==> config.mk <==
export PLATFORM = sky130hd
export DESIGN_NAME = motion_program_sequencer
export DESIGN_NICKNAME = d
export VERILOG_FILES = /design/src/design/mps_pkg.sv /design/src/design/mps_ctrl.sv /design/src/design/mps_datapath.sv /design/src/design/motion_program_sequencer.sv
export SDC_FILE = /design/constraint.sdc
export NUM_CORES = 2
export LEC_CHECK = 0
export BUFFER_PORTS_ARGS = -buffer_cell sky130_fd_sc_hd__clkbuf_2
export CORE_MARGIN = 4
export CORE_UTILIZATION = 45
export CTS_BUF_LIST = sky130_fd_sc_hd__clkbuf_8
export CTS_CLUSTER_SIZE = 12
export DETAILED_ROUTE_END_ITERATION = 12
export GPL_ROUTABILITY_DRIVEN = 0
export GPL_TIMING_DRIVEN = 0
export MAX_ROUTING_LAYER = met4
export PLACE_DENSITY = 0.72
export SLEW_MARGIN = 0
export SYNTH_ARGS = -nofsm -noshare
export SYNTH_HDL_FRONTEND = slang
export SYNTH_SLANG_ARGS = --single-unit
==> constraint.sdc <==
create_clock -name clock -period 11.45 [get_ports clock]
set_input_delay 0.5725 -clock clock [delete_from_list [all_inputs] [get_ports clock]]
set_output_delay 0.5725 -clock clock [all_outputs]
set_load 0.05 [all_outputs]
==> src/design/mps_pkg.sv <==
// ----------------------------------------------------------------------------
// mps_pkg
// Shared types and codes for the motion program sequencer: request and
// response payloads, controller command and status groups, field codes.
// ----------------------------------------------------------------------------
package mps_pkg;

   localparam int MAX_MOVES = 16;
   localparam int SLOT_W    = $clog2(MAX_MOVES);
   localparam int COUNT_W   = 5;

   // request kinds
   localparam logic CMD_BUTTON  = 1'b0;
   localparam logic CMD_SERVICE = 1'b1;

   // button codes
   localparam logic [2:0] BTN_FWD    = 3'd0;
   localparam logic [2:0] BTN_BACK   = 3'd1;
   localparam logic [2:0] BTN_TURN_L = 3'd2;
   localparam logic [2:0] BTN_TURN_R = 3'd3;
   localparam logic [2:0] BTN_GO     = 3'd4;
   localparam logic [2:0] BTN_PAUSE  = 3'd5;
   localparam logic [2:0] BTN_CLEAR  = 3'd6;

   // drive codes
   localparam logic [2:0] OP_STOP     = 3'd0;
   localparam logic [2:0] OP_FWD      = 3'd1;
   localparam logic [2:0] OP_BACKWARD = 3'd2;
   localparam logic [2:0] OP_LEFT     = 3'd3;
   localparam logic [2:0] OP_RIGHT    = 3'd4;

   // light codes
   localparam logic [1:0] LT_NONE   = 2'd0;
   localparam logic [1:0] LT_BLACK  = 2'd1;
   localparam logic [1:0] LT_WHITE  = 2'd2;
   localparam logic [1:0] LT_YELLOW = 2'd3;

   // event codes
   localparam logic [3:0] EV_NONE     = 4'd0;
   localparam logic [3:0] EV_ADDED    = 4'd1;
   localparam logic [3:0] EV_FULL     = 4'd2;
   localparam logic [3:0] EV_EMPTY_GO = 4'd3;
   localparam logic [3:0] EV_ARMED    = 4'd4;
   localparam logic [3:0] EV_FIRST    = 4'd5;
   localparam logic [3:0] EV_NEXT     = 4'd6;
   localparam logic [3:0] EV_GAP      = 4'd7;
   localparam logic [3:0] EV_DONE     = 4'd8;
   localparam logic [3:0] EV_PAUSED   = 4'd9;
   localparam logic [3:0] EV_CLEARED  = 4'd10;

   // run state codes as reported
   localparam logic [2:0] RUN_IDLE    = 3'd0;
   localparam logic [2:0] RUN_ARMED   = 3'd1;
   localparam logic [2:0] RUN_RUNNING = 3'd2;
   localparam logic [2:0] RUN_GAP     = 3'd3;
   localparam logic [2:0] RUN_PAUSED  = 3'd4;

   // register indexes
   localparam logic [2:0] CSR_ARM_DELAY  = 3'd0;
   localparam logic [2:0] CSR_GAP        = 3'd1;
   localparam logic [2:0] CSR_STEPS_FWD  = 3'd2;
   localparam logic [2:0] CSR_STEPS_BACK = 3'd3;
   localparam logic [2:0] CSR_STEPS_LEFT = 3'd4;
   localparam logic [2:0] CSR_STEPS_RIGHT = 3'd5;
   localparam logic [2:0] CSR_FLASH      = 3'd6;

   typedef struct packed {
      logic               command;
      logic [2:0]         button;
      logic [31:0]        now_ms;
      logic signed [31:0] executed_steps;
      logic               button_mode;
      logic               calibrating;
   } req_type;

   typedef struct packed {
      logic [2:0] motor_op;
      logic       motor_issue;
      logic       odometer_reset;
      logic [1:0] light_color;
      logic [3:0] event_code;
      logic [2:0] run_state;
      logic [4:0] program_length;
      logic [3:0] current_index;
   } rsp_type;

   typedef enum logic [1:0] {
      DRIVE_KEEP,
      DRIVE_STOP,
      DRIVE_CURRENT
   } drive_sel_type;

   typedef struct packed {
      logic          add_move;
      logic          clear_prog;
      logic          zero_index;
      logic          inc_index;
      logic          arm_capture;
      logic          gap_capture;
      drive_sel_type drive_sel;
      logic          odometer_reset;
      logic [1:0]    light_color;
      logic [3:0]    event_code;
      logic [2:0]    run_state;
   } ctrl_cmd_type;

   typedef struct packed {
      logic accept;
      logic prog_full;
      logic prog_empty;
      logic arm_done;
      logic gap_done;
      logic in_flash;
      logic target_reached;
      logic last_move;
   } dp_status_type;

endpackage

==> src/design/mps_ctrl.sv <==
// ----------------------------------------------------------------------------
// mps_ctrl
// Phase state machine: decodes each request against the current phase and
// the datapath status, and issues the datapath commands for that request.
// ----------------------------------------------------------------------------
module mps_ctrl
   import mps_pkg::*;
(
   input  logic          clock,
   input  logic          reset,
   input  req_type       req_payload,
   input  dp_status_type status,
   output ctrl_cmd_type  cmd
);

   typedef enum logic [4:0] {
      PH_IDLE    = 5'b00001,
      PH_ARMED   = 5'b00010,
      PH_RUNNING = 5'b00100,
      PH_GAP     = 5'b01000,
      PH_PAUSED  = 5'b10000
   } phase_type;

   phase_type phase_ff;
   phase_type phase_in;

   always_ff @(posedge clock) begin
      if (reset) begin
         phase_ff <= PH_IDLE;
      end else if (status.accept) begin
         phase_ff <= phase_in;
      end
   end

   always_comb begin
      phase_in = phase_ff;
      cmd = '0;
      cmd.drive_sel = DRIVE_KEEP;
      cmd.light_color = LT_NONE;
      cmd.event_code = EV_NONE;
      if (req_payload.command == CMD_BUTTON) begin
         case (req_payload.button)
            BTN_FWD, BTN_BACK, BTN_TURN_L, BTN_TURN_R: begin
               if (status.prog_full) begin
                  cmd.event_code = EV_FULL;
               end else begin
                  cmd.add_move = 1'b1;
                  cmd.event_code = EV_ADDED;
               end
            end
            BTN_GO: begin
               if (status.prog_empty) begin
                  cmd.event_code = EV_EMPTY_GO;
               end else begin
                  cmd.zero_index = 1'b1;
                  cmd.arm_capture = 1'b1;
                  phase_in = PH_ARMED;
                  cmd.event_code = EV_ARMED;
               end
            end
            BTN_PAUSE: begin
               phase_in = PH_PAUSED;
               cmd.drive_sel = DRIVE_STOP;
               cmd.event_code = EV_PAUSED;
            end
            BTN_CLEAR: begin
               cmd.clear_prog = 1'b1;
               cmd.zero_index = 1'b1;
               phase_in = PH_IDLE;
               cmd.drive_sel = DRIVE_STOP;
               cmd.event_code = EV_CLEARED;
            end
            default: begin
            end
         endcase
      end else if (!req_payload.button_mode || req_payload.calibrating) begin
         phase_in = PH_PAUSED;
         cmd.drive_sel = DRIVE_STOP;
         cmd.event_code = EV_PAUSED;
      end else begin
         case (phase_ff)
            PH_ARMED: begin
               if (status.arm_done) begin
                  cmd.odometer_reset = 1'b1;
                  cmd.drive_sel = DRIVE_CURRENT;
                  phase_in = PH_RUNNING;
                  cmd.event_code = EV_FIRST;
               end else begin
                  cmd.drive_sel = DRIVE_STOP;
                  cmd.light_color = LT_BLACK;
               end
            end
            PH_RUNNING: begin
               if (status.target_reached) begin
                  cmd.drive_sel = DRIVE_STOP;
                  if (status.last_move) begin
                     phase_in = PH_IDLE;
                     cmd.light_color = LT_YELLOW;
                     cmd.event_code = EV_DONE;
                  end else begin
                     cmd.inc_index = 1'b1;
                     cmd.gap_capture = 1'b1;
                     phase_in = PH_GAP;
                     cmd.event_code = EV_GAP;
                  end
               end
            end
            PH_GAP: begin
               if (status.gap_done) begin
                  cmd.odometer_reset = 1'b1;
                  cmd.drive_sel = DRIVE_CURRENT;
                  phase_in = PH_RUNNING;
                  cmd.event_code = EV_NEXT;
               end else begin
                  cmd.drive_sel = DRIVE_STOP;
                  cmd.light_color = status.in_flash ? LT_WHITE : LT_BLACK;
               end
            end
            default: begin
               cmd.drive_sel = DRIVE_STOP;
            end
         endcase
      end

      case (phase_in)
         PH_ARMED:   cmd.run_state = RUN_ARMED;
         PH_RUNNING: cmd.run_state = RUN_RUNNING;
         PH_GAP:     cmd.run_state = RUN_GAP;
         PH_PAUSED:  cmd.run_state = RUN_PAUSED;
         default:    cmd.run_state = RUN_IDLE;
      endcase
   end

endmodule

==> src/design/mps_datapath.sv <==
// ----------------------------------------------------------------------------
// mps_datapath
// Configuration registers, move program store, counters, timestamps, drive
// latch, elapsed-time and step compares, and the response register.
// ----------------------------------------------------------------------------
module mps_datapath
   import mps_pkg::*;
(
   input  logic          clock,
   input  logic          reset,
   input  logic          req_valid,
   output logic          req_stall,
   input  req_type       req_payload,
   output logic          rsp_valid,
   input  logic          rsp_stall,
   output rsp_type       rsp_payload,
   input  logic          csr_write_en,
   input  logic [2:0]    csr_index,
   input  logic [31:0]   csr_wdata,
   input  ctrl_cmd_type  cmd,
   output dp_status_type status
);

   logic [15:0] arm_delay_ff;
   logic [15:0] gap_ms_ff;
   logic [31:0] steps_fwd_ff;
   logic [31:0] steps_back_ff;
   logic [31:0] steps_left_ff;
   logic [31:0] steps_right_ff;
   logic [15:0] flash_ff;

   logic [2:0]  move_ops_ff [MAX_MOVES];
   logic [31:0] move_targets_ff [MAX_MOVES];
   logic [2:0]  cur_op_ff;
   logic [31:0] cur_target_ff;

   logic [COUNT_W-1:0] count_ff;
   logic [COUNT_W-1:0] count_in;
   logic [SLOT_W-1:0]  index_ff;
   logic [SLOT_W-1:0]  index_in;
   logic [31:0]        arm_start_ff;
   logic [31:0]        gap_start_ff;
   logic [2:0]         drive_ff;
   logic [2:0]         drive_in;
   logic               rsp_valid_ff;
   logic               rsp_valid_in;
   rsp_type            rsp_ff;
   rsp_type            rsp_in;

   logic               accept;
   logic [2:0]         new_op;
   logic [31:0]        new_target;
   logic [31:0]        arm_elapsed;
   logic [31:0]        gap_elapsed;
   logic [31:0]        step_mag;
   logic [COUNT_W-1:0] next_slot;

   assign req_stall   = rsp_valid_ff && rsp_stall;
   assign accept      = req_valid && !req_stall;
   assign rsp_valid   = rsp_valid_ff;
   assign rsp_payload = rsp_ff;

   // compares for the controller
   assign arm_elapsed = req_payload.now_ms - arm_start_ff;
   assign gap_elapsed = req_payload.now_ms - gap_start_ff;
   assign step_mag    = req_payload.executed_steps[31] ?
                        (32'd0 - $unsigned(req_payload.executed_steps)) :
                        $unsigned(req_payload.executed_steps);
   assign next_slot   = {1'b0, index_ff} + COUNT_W'(1);

   always_comb begin
      status.accept         = accept;
      status.prog_full      = count_ff >= COUNT_W'(MAX_MOVES);
      status.prog_empty     = count_ff == '0;
      status.arm_done       = arm_elapsed >= {16'd0, arm_delay_ff};
      status.gap_done       = gap_elapsed >= {16'd0, gap_ms_ff};
      status.in_flash       = gap_elapsed <= {16'd0, flash_ff};
      status.target_reached = step_mag >= cur_target_ff;
      status.last_move      = next_slot >= count_ff;
   end

   // op and target of a move button
   always_comb begin
      case (req_payload.button)
         BTN_FWD: begin
            new_op = OP_FWD;
            new_target = steps_fwd_ff;
         end
         BTN_BACK: begin
            new_op = OP_BACKWARD;
            new_target = steps_back_ff;
         end
         BTN_TURN_L: begin
            new_op = OP_LEFT;
            new_target = steps_left_ff;
         end
         default: begin
            new_op = OP_RIGHT;
            new_target = steps_right_ff;
         end
      endcase
   end

   always_comb begin
      count_in = count_ff;
      if (cmd.clear_prog) begin
         count_in = '0;
      end else if (cmd.add_move) begin
         count_in = count_ff + COUNT_W'(1);
      end
      index_in = index_ff;
      if (cmd.zero_index) begin
         index_in = '0;
      end else if (cmd.inc_index) begin
         index_in = index_ff + SLOT_W'(1);
      end
      case (cmd.drive_sel)
         DRIVE_STOP:    drive_in = OP_STOP;
         DRIVE_CURRENT: drive_in = cur_op_ff;
         default:       drive_in = drive_ff;
      endcase
      rsp_in.motor_op       = drive_in;
      rsp_in.motor_issue    = drive_in != drive_ff;
      rsp_in.odometer_reset = cmd.odometer_reset;
      rsp_in.light_color    = cmd.light_color;
      rsp_in.event_code     = cmd.event_code;
      rsp_in.run_state      = cmd.run_state;
      rsp_in.program_length = count_in;
      rsp_in.current_index  = index_in;
      if (accept) begin
         rsp_valid_in = 1'b1;
      end else begin
         rsp_valid_in = rsp_valid_ff && rsp_stall;
      end
   end

   always_ff @(posedge clock) begin
      if (reset) begin
         arm_delay_ff   <= 16'd1000;
         gap_ms_ff      <= 16'd1000;
         steps_fwd_ff   <= 32'd1000;
         steps_back_ff  <= 32'd1000;
         steps_left_ff  <= 32'd500;
         steps_right_ff <= 32'd500;
         flash_ff       <= 16'd500;
      end else if (csr_write_en) begin
         case (csr_index)
            CSR_ARM_DELAY:   arm_delay_ff   <= csr_wdata[15:0];
            CSR_GAP:         gap_ms_ff      <= csr_wdata[15:0];
            CSR_STEPS_FWD:   steps_fwd_ff   <= csr_wdata;
            CSR_STEPS_BACK:  steps_back_ff  <= csr_wdata;
            CSR_STEPS_LEFT:  steps_left_ff  <= csr_wdata;
            CSR_STEPS_RIGHT: steps_right_ff <= csr_wdata;
            CSR_FLASH:       flash_ff       <= csr_wdata[15:0];
            default: begin
            end
         endcase
      end
   end

   always_ff @(posedge clock) begin
      if (reset) begin
         count_ff     <= '0;
         index_ff     <= '0;
         arm_start_ff <= '0;
         gap_start_ff <= '0;
         drive_ff     <= OP_STOP;
         rsp_valid_ff <= 1'b0;
      end else begin
         rsp_valid_ff <= rsp_valid_in;
         if (accept) begin
            count_ff <= count_in;
            index_ff <= index_in;
            drive_ff <= drive_in;
            if (cmd.arm_capture) begin
               arm_start_ff <= req_payload.now_ms;
            end
            if (cmd.gap_capture) begin
               gap_start_ff <= req_payload.now_ms;
            end
         end
      end
   end

   // program store, with the entry at the next play index read ahead
   always_ff @(posedge clock) begin
      if (accept && cmd.add_move) begin
         move_ops_ff[count_ff[SLOT_W-1:0]]     <= new_op;
         move_targets_ff[count_ff[SLOT_W-1:0]] <= new_target;
      end
      if (accept) begin
         if (cmd.add_move && count_ff[SLOT_W-1:0] == index_in) begin
            cur_op_ff     <= new_op;
            cur_target_ff <= new_target;
         end else begin
            cur_op_ff     <= move_ops_ff[index_in];
            cur_target_ff <= move_targets_ff[index_in];
         end
      end
   end

   always_ff @(posedge clock) begin
      if (accept) begin
         rsp_ff <= rsp_in;
      end
   end

endmodule

==> src/design/motion_program_sequencer.sv <==
// ----------------------------------------------------------------------------
// motion_program_sequencer
// Builds a bounded program of motion moves from button requests and plays it
// back on service requests: arm delay, move until step target, gap, done.
// ----------------------------------------------------------------------------
//  port group   direction  handshake          payload
//  req_*        in         req_valid/stall    req_type
//  rsp_*        out        rsp_valid/stall    rsp_type
//  csr_*        in         csr_write_en       csr_index, csr_wdata
//
//  one request per cycle while req_stall is low; its response is registered and shows the next cycle
//  the response register is the only stage, so a request is taken while the
//  previous response is being taken in the same cycle
//  req_stall is high only while a response waits under rsp_stall
//  synchronous reset; no clearing pass, the program store is not reset
// ----------------------------------------------------------------------------
module motion_program_sequencer
   import mps_pkg::*;
(
   input  logic        clock,
   input  logic        reset,
   input  logic        req_valid,
   output logic        req_stall,
   input  req_type     req_payload,
   output logic        rsp_valid,
   input  logic        rsp_stall,
   output rsp_type     rsp_payload,
   input  logic        csr_write_en,
   input  logic [2:0]  csr_index,
   input  logic [31:0] csr_wdata
);

   ctrl_cmd_type  cmd;
   dp_status_type status;

   mps_ctrl u_ctrl (
      .clock       (clock),
      .reset       (reset),
      .req_payload (req_payload),
      .status      (status),
      .cmd         (cmd)
   );

   mps_datapath u_datapath (
      .clock        (clock),
      .reset        (reset),
      .req_valid    (req_valid),
      .req_stall    (req_stall),
      .req_payload  (req_payload),
      .rsp_valid    (rsp_valid),
      .rsp_stall    (rsp_stall),
      .rsp_payload  (rsp_payload),
      .csr_write_en (csr_write_en),
      .csr_index    (csr_index),
      .csr_wdata    (csr_wdata),
      .cmd          (cmd),
      .status       (status)
   );

endmodule
==> results by stage <==
Floorplan:
- The row count is 111.
- The die extent in y is 313 µm.
- The initial utilization of the core area, before any placement, comes to 45.5%.
- 135 I/O pins were placed.
- The die covers 0.0980 mm².
- The region available for standard cell placement spans 0.0919 mm².
- The die outline width is 313 µm.

Clocking:
- TritonCTS built the clock tree.
- The deepest clock path buffer count is 3.
- After clock tree synthesis, the setup repair step added 0 buffers.
- The clock tree root driver cell is sky130_fd_sc_hd__clkbuf_8.
- The insertion delay of the later-clocked pin in the worst-skew pair is 0.84 ns.
- The number of H-tree levels is 4.
- The CTS buffer count is 144.
- The clock-pin slew of the registers on the worst-case setup and hold paths is 0.06 ns.
- Clock tree synthesis found a total of 876 sinks.

Setup path:
- The capturing element type of the critical path is a flop.
- At the worst endpoint, the arrival time is 8.06 ns.
- Measured in cells, the most critical reg-to-reg path has a length of 25.
- The family with the most delay on the worst path is compound AO/OA/AOI/OAI gates.
- STA classifies the critical path startpoint as an input port.
- On the worst path, the slowest cell contributes a delay of 0.97 ns.
- The cell with the largest stage delay on the worst path is sky130_fd_sc_hd__o21ai_1.
- The worst-path maximum fanout is 10.
- The required time of the critical path is 12.02 ns.
- The worst register-to-register path begins at u_datapath.arm_start_ff[0]$_SDFFE_PP0P_.
- Together, buffers and inverters on the worst path number 5.
- For flop-to-flop paths, the worst setup slack is 5.58 ns.
- The signal on the critical path passes through clkbuf_2, or3_1, nor3_1, nand3_1, o41ai_1, nand2_1, o41ai_1, xnor2_1, ha_1, o21a_1, a211oi_1, a211oi_2, a31oi_4, buf_4, nor4_1, o21ai_1, buf_2, buf_4, clkbuf_1, a211oi_1, o31ai_2.
- The worst setup path category is input port to flop.
- The worst reg2reg path endpoint is u_datapath.drive_ff[2]$_SDFFE_PP0P_.

Finish:
- The area growth from synthesis to layout is 13.6%.
- The combined flip-flop and latch cell area is 0.0237 mm².
- The number of non-filler instances in the completed layout is 5615.
- Counting the fill cells in the layout gives 8143.
- The area of the multi-input gates is 0.0166 mm².
- Cells fill 51.7% of the core in the end.
- In the final design database the tool counted 4520 nets.
- After routing the design area is 0.0476 mm².
- The fraction of final layout cells with drive strength greater than 1 is 12.4%.

Synth:
- The area share of the largest cell type after synthesis is 44.3%.
- Counting distinct cell types in the post-synthesis netlist gives 94.
- Synthesis produced a netlist with a net count of 4196.
- The top cell type by total area after synthesis is sky130_fd_sc_hd__edfxtp_1.
- After synthesis the netlist holds a flip-flop and latch count of 876.
- The Yosys step of the flow raised 0 warnings.
- Of the synthesized area, sequential elements account for 56.7%.
- The most repeated cell in the gate-level netlist after synthesis is sky130_fd_sc_hd__nand2_1.
- Ranked by total cell area, the synthesized netlist is headed by sky130_fd_sc_hd__edfxtp_1 44%, sky130_fd_sc_hd__dfxtp_1 12%, sky130_fd_sc_hd__nand2_1 7.0%.
- The cell area after synthesis is 0.0419 mm².
- The number of synthesized flops with an enable pin is 618.
- The predominant post-synthesis flop cell is sky130_fd_sc_hd__edfxtp_1.
- The share of synthesized registers carrying an async set or reset is 0%.
- After technology mapping, the gate count stands at 3930.
- The mean instance size in the synthesized netlist is 10.7 µm².
- In the synthesized netlist, the cells that appear most often are 786 x sky130_fd_sc_hd__nand2_1, 618 x sky130_fd_sc_hd__edfxtp_1, 483 x sky130_fd_sc_hd__a21oi_1.

Global route:
- The global-route track usage on met2 is 41.5%.
- The overall fraction of global-route tracks in use is 25.0%.
- Global routing consumed, on the met1 layer, 30.1% of the routing resources.
- The initial antenna violation count is 8.
- The global routing usage on met3 is 4.93%.
- Entering global routing, the biggest net connects 46 pins.
- The busiest metal layer after global routing is met2.
- Summed over all layers, the global routing overflow is 0.
- The first global-routing pass estimated 184000 µm of wire.
- The number of global-route vias before repair is 31784.

Timing:
- Setup violations remaining at the end of the flow were counted as 0.
- The worst slew margin relative to its limit is 1.19%.
- In the finished design, the share of the clock period the worst path needs comes to 65.5%.
- Derived from the worst setup path, the maximum achievable clock frequency is 133 MHz.
- The worst hold slack after final layout is 0.0575 ns.
- The count of endpoints failing hold in the final timing report is 0.
- The final count of pins violating max slew is 0.
- The clock skew after layout is 0.0432 ns.
- After routing, the total negative slack on setup checks comes to 0 ns.
- The transition time at the pin with the least slew margin is 1.48 ns.
- Setup repair after global routing left no endpoint under its margin.
- The minimum clock period after layout is 7.50 ns.

Pwr:
- The worst-case vdd ir drop is 0.107 mV.
- In this run the power density over the cells is 137 mW/mm².
- The leakage power figure is 16.5 nW.

Place:
- The total placed instance area is 0.0447 mm².
- The wire-length estimate of the detail-placed layout is 88100 µm.
- The total of buffers placed on input and output ports is 130.
- Once placement completed, the tool counted placed cells totaling 5334.

Routing:
- The average via count per standard cell is 5.79.
- The count of routing violations after the opening detailed-route iteration is 3506.
- The routed design has 122000 µm of wire.
- The average wire per cell in the routed design is 21.7 µm.
- The post-route DRC violation count is 0.
- The post-route antenna net violation count is 0.
- The first detailed-routing pass took 8 iterations.
- The via count of the routed design is 32525.

Outcome:
- The run finished, with violations left.
- The final reports fail on capacitance limit.

Job:
- Max-cap violations in this run came to 1.

Hold path:
- The number of cells on the worst hold path is 3.
- The worst hold endpoint is u_datapath.arm_start_ff[4]$_SDFFE_PP0P_.
- The source of the worst hold timing path is req_payload[38].
- The path class of the lowest-slack min-delay path is input port to flop.
==> through the flow <==
stage / setup WS (ns) / total power [mW]
6_report: 3.95 / 6.53
5_1_grt: 3.78 / 6.76
4_1_cts: 4.34 / 6.55
3_5_place_dp: 3.44 / 4.06
3_3_place_gp: 3.49 / 4.05
2_1_floorplan: 5.81 / 3.86
==> report_power, final <==
group	leakage [nW]	internal, mW	switching (mW)
clock	1.52	1.25	1.27
sequential	7.72	3.44	0.0175
combinational	7.27	0.177	0.379
total	16.5	4.87	1.66
==> registers in the layout, indices dropped and copies added (netlist names), 3 cells and up <==
register,flops
u_datapath.steps_left_ff,32
u_datapath.move_targets_ff,512
u_datapath.move_ops_ff,48
u_ctrl.phase_ff,5
u_datapath.gap_start_ff,32
u_datapath.cur_target_ff,32
u_datapath.arm_delay_ff,16
u_datapath.steps_right_ff,32
u_datapath.drive_ff,3
u_datapath.gap_ms_ff,16
u_datapath.index_ff,4
u_datapath.steps_fwd_ff,32
u_datapath.arm_start_ff,32
u_datapath.cur_op_ff,3
u_datapath.count_ff,5
u_datapath.rsp_payload,23
u_datapath.flash_ff,16
u_datapath.steps_back_ff,32
==> cell usage in the layout (no fill, tap or decap), types with 29 or more instances in the layout <==
cell / instances
sky130_fd_sc_hd__o21ai_0: 84
sky130_fd_sc_hd__a211oi_1: 50
sky130_fd_sc_hd__nand4_1: 42
sky130_fd_sc_hd__clkbuf_8: 150
sky130_fd_sc_hd__xnor2_1: 60
sky130_fd_sc_hd__o22ai_1: 33
sky130_fd_sc_hd__ha_1: 154
sky130_fd_sc_hd__nand3_1: 67
sky130_fd_sc_hd__a221oi_1: 103
sky130_fd_sc_hd__nor2_1: 118
sky130_fd_sc_hd__mux2i_1: 177
sky130_fd_sc_hd__mux2_2: 36
sky130_fd_sc_hd__nand2_1: 786
sky130_fd_sc_hd__inv_1: 213
sky130_fd_sc_hd__clkbuf_2: 130
sky130_fd_sc_hd__a21o_1: 29
sky130_fd_sc_hd__dfxtp_1: 258
sky130_fd_sc_hd__clkbuf_1: 160
sky130_fd_sc_hd__o211ai_1: 32
sky130_fd_sc_hd__o31ai_2: 32
sky130_fd_sc_hd__edfxtp_1: 618
sky130_fd_sc_hd__a21oi_1: 463
sky130_fd_sc_hd__nor3_1: 61
sky130_fd_sc_hd__buf_2: 44
==> cell type report <==
| cell class | instances | share of cell area [%] |
|---|---|---|
| sequential | 876 | 49.9 |
| multi-input combinational | 2653 | 35.0 |
| clock buffer | 150 | 4.34 |
| tap | 1243 | 3.27 |
| timing repair buffer | 178 | 2.76 |
| buffer | 230 | 2.19 |
| inverter | 171 | 1.36 |
| clock inverter | 105 | 1.15 |
| antenna | 9 | 0.0473 |
==> cells by family after synthesis <==
| logic type | after synthesis | share of synthesized area [%] |
|---|---|---|
| flops | 876 | 56.7 |
| simple gates | 1213 | 12.5 |
| xor+xnor | 82 | 1.72 |
| buf+inv | 401 | 4.02 |
| compound gates | 988 | 15.2 |
| mux | 214 | 5.24 |
| fa+ha+maj | 156 | 4.70 |
==> worst max path at each step <==
| stage | startpoint | to | slack, ns | depth (start not counted) |
|---|---|---|---|---|
| after floorplan | req_payload[5] | u_datapath.cur_target_ff[24]$_DFFE_PP_ | 5.81 | 21 |
| after global placement | req_payload[5] | u_datapath.cur_target_ff[25]$_DFFE_PP_ | 3.49 | 22 |
| after detailed placement | req_payload[5] | u_datapath.cur_target_ff[28]$_DFFE_PP_ | 3.44 | 22 |
| after CTS | req_payload[5] | u_datapath.cur_target_ff[28]$_DFFE_PP_ | 4.34 | 22 |
| after global routing | req_payload[5] | u_datapath.cur_target_ff[25]$_DFFE_PP_ | 3.78 | 21 |
| final | req_payload[5] | u_datapath.cur_target_ff[28]$_DFFE_PP_ | 3.95 | 21 |
==> worst register-to-register path: stages, from the launching register on <==
cell and delay, ns:
sky130_fd_sc_hd__dfxtp_1 0.32, sky130_fd_sc_hd__ha_1 0.18, sky130_fd_sc_hd__inv_1 0.06, sky130_fd_sc_hd__fa_1 0.42, sky130_fd_sc_hd__a211oi_1 0.33, sky130_fd_sc_hd__o21ai_1 0.19, sky130_fd_sc_hd__nand3_1 0.12, sky130_fd_sc_hd__nand2_1 0.08
sky130_fd_sc_hd__a31oi_1 0.28, sky130_fd_sc_hd__o21a_1 0.20, sky130_fd_sc_hd__o21ai_0 0.11, sky130_fd_sc_hd__xor2_1 0.17, sky130_fd_sc_hd__ha_1 0.30, sky130_fd_sc_hd__nand4_1 0.13, sky130_fd_sc_hd__nor3_1 0.08, sky130_fd_sc_hd__o2bb2ai_1 0.19
sky130_fd_sc_hd__or4_1 0.49, sky130_fd_sc_hd__a211oi_1 0.22, sky130_fd_sc_hd__nand4_1 0.17, sky130_fd_sc_hd__nor3_2 0.48, sky130_fd_sc_hd__or4_1 0.28, sky130_fd_sc_hd__nand2b_1 0.09, sky130_fd_sc_hd__ha_1 0.38, sky130_fd_sc_hd__o21ai_0 0.27
sky130_fd_sc_hd__nand2_1 0.09, sky130_fd_sc_hd__a21oi_1 0.13
==> what timing repair did <==
item | 4_1_cts | 5_1_grt
resized for setup | 0 | 0
hold buffers | 16 | 0
endpoints found under the hold margin | 22 | 0
==> per-layer routing <==
metal,part of all wire [%],up-vias
met2,49,1571
met3,8.6,324
met4,3.8,0
li1,-,15088
met1,39,15542
met5,0,-
Note: power is estimated with default switching activity, not from simulation.
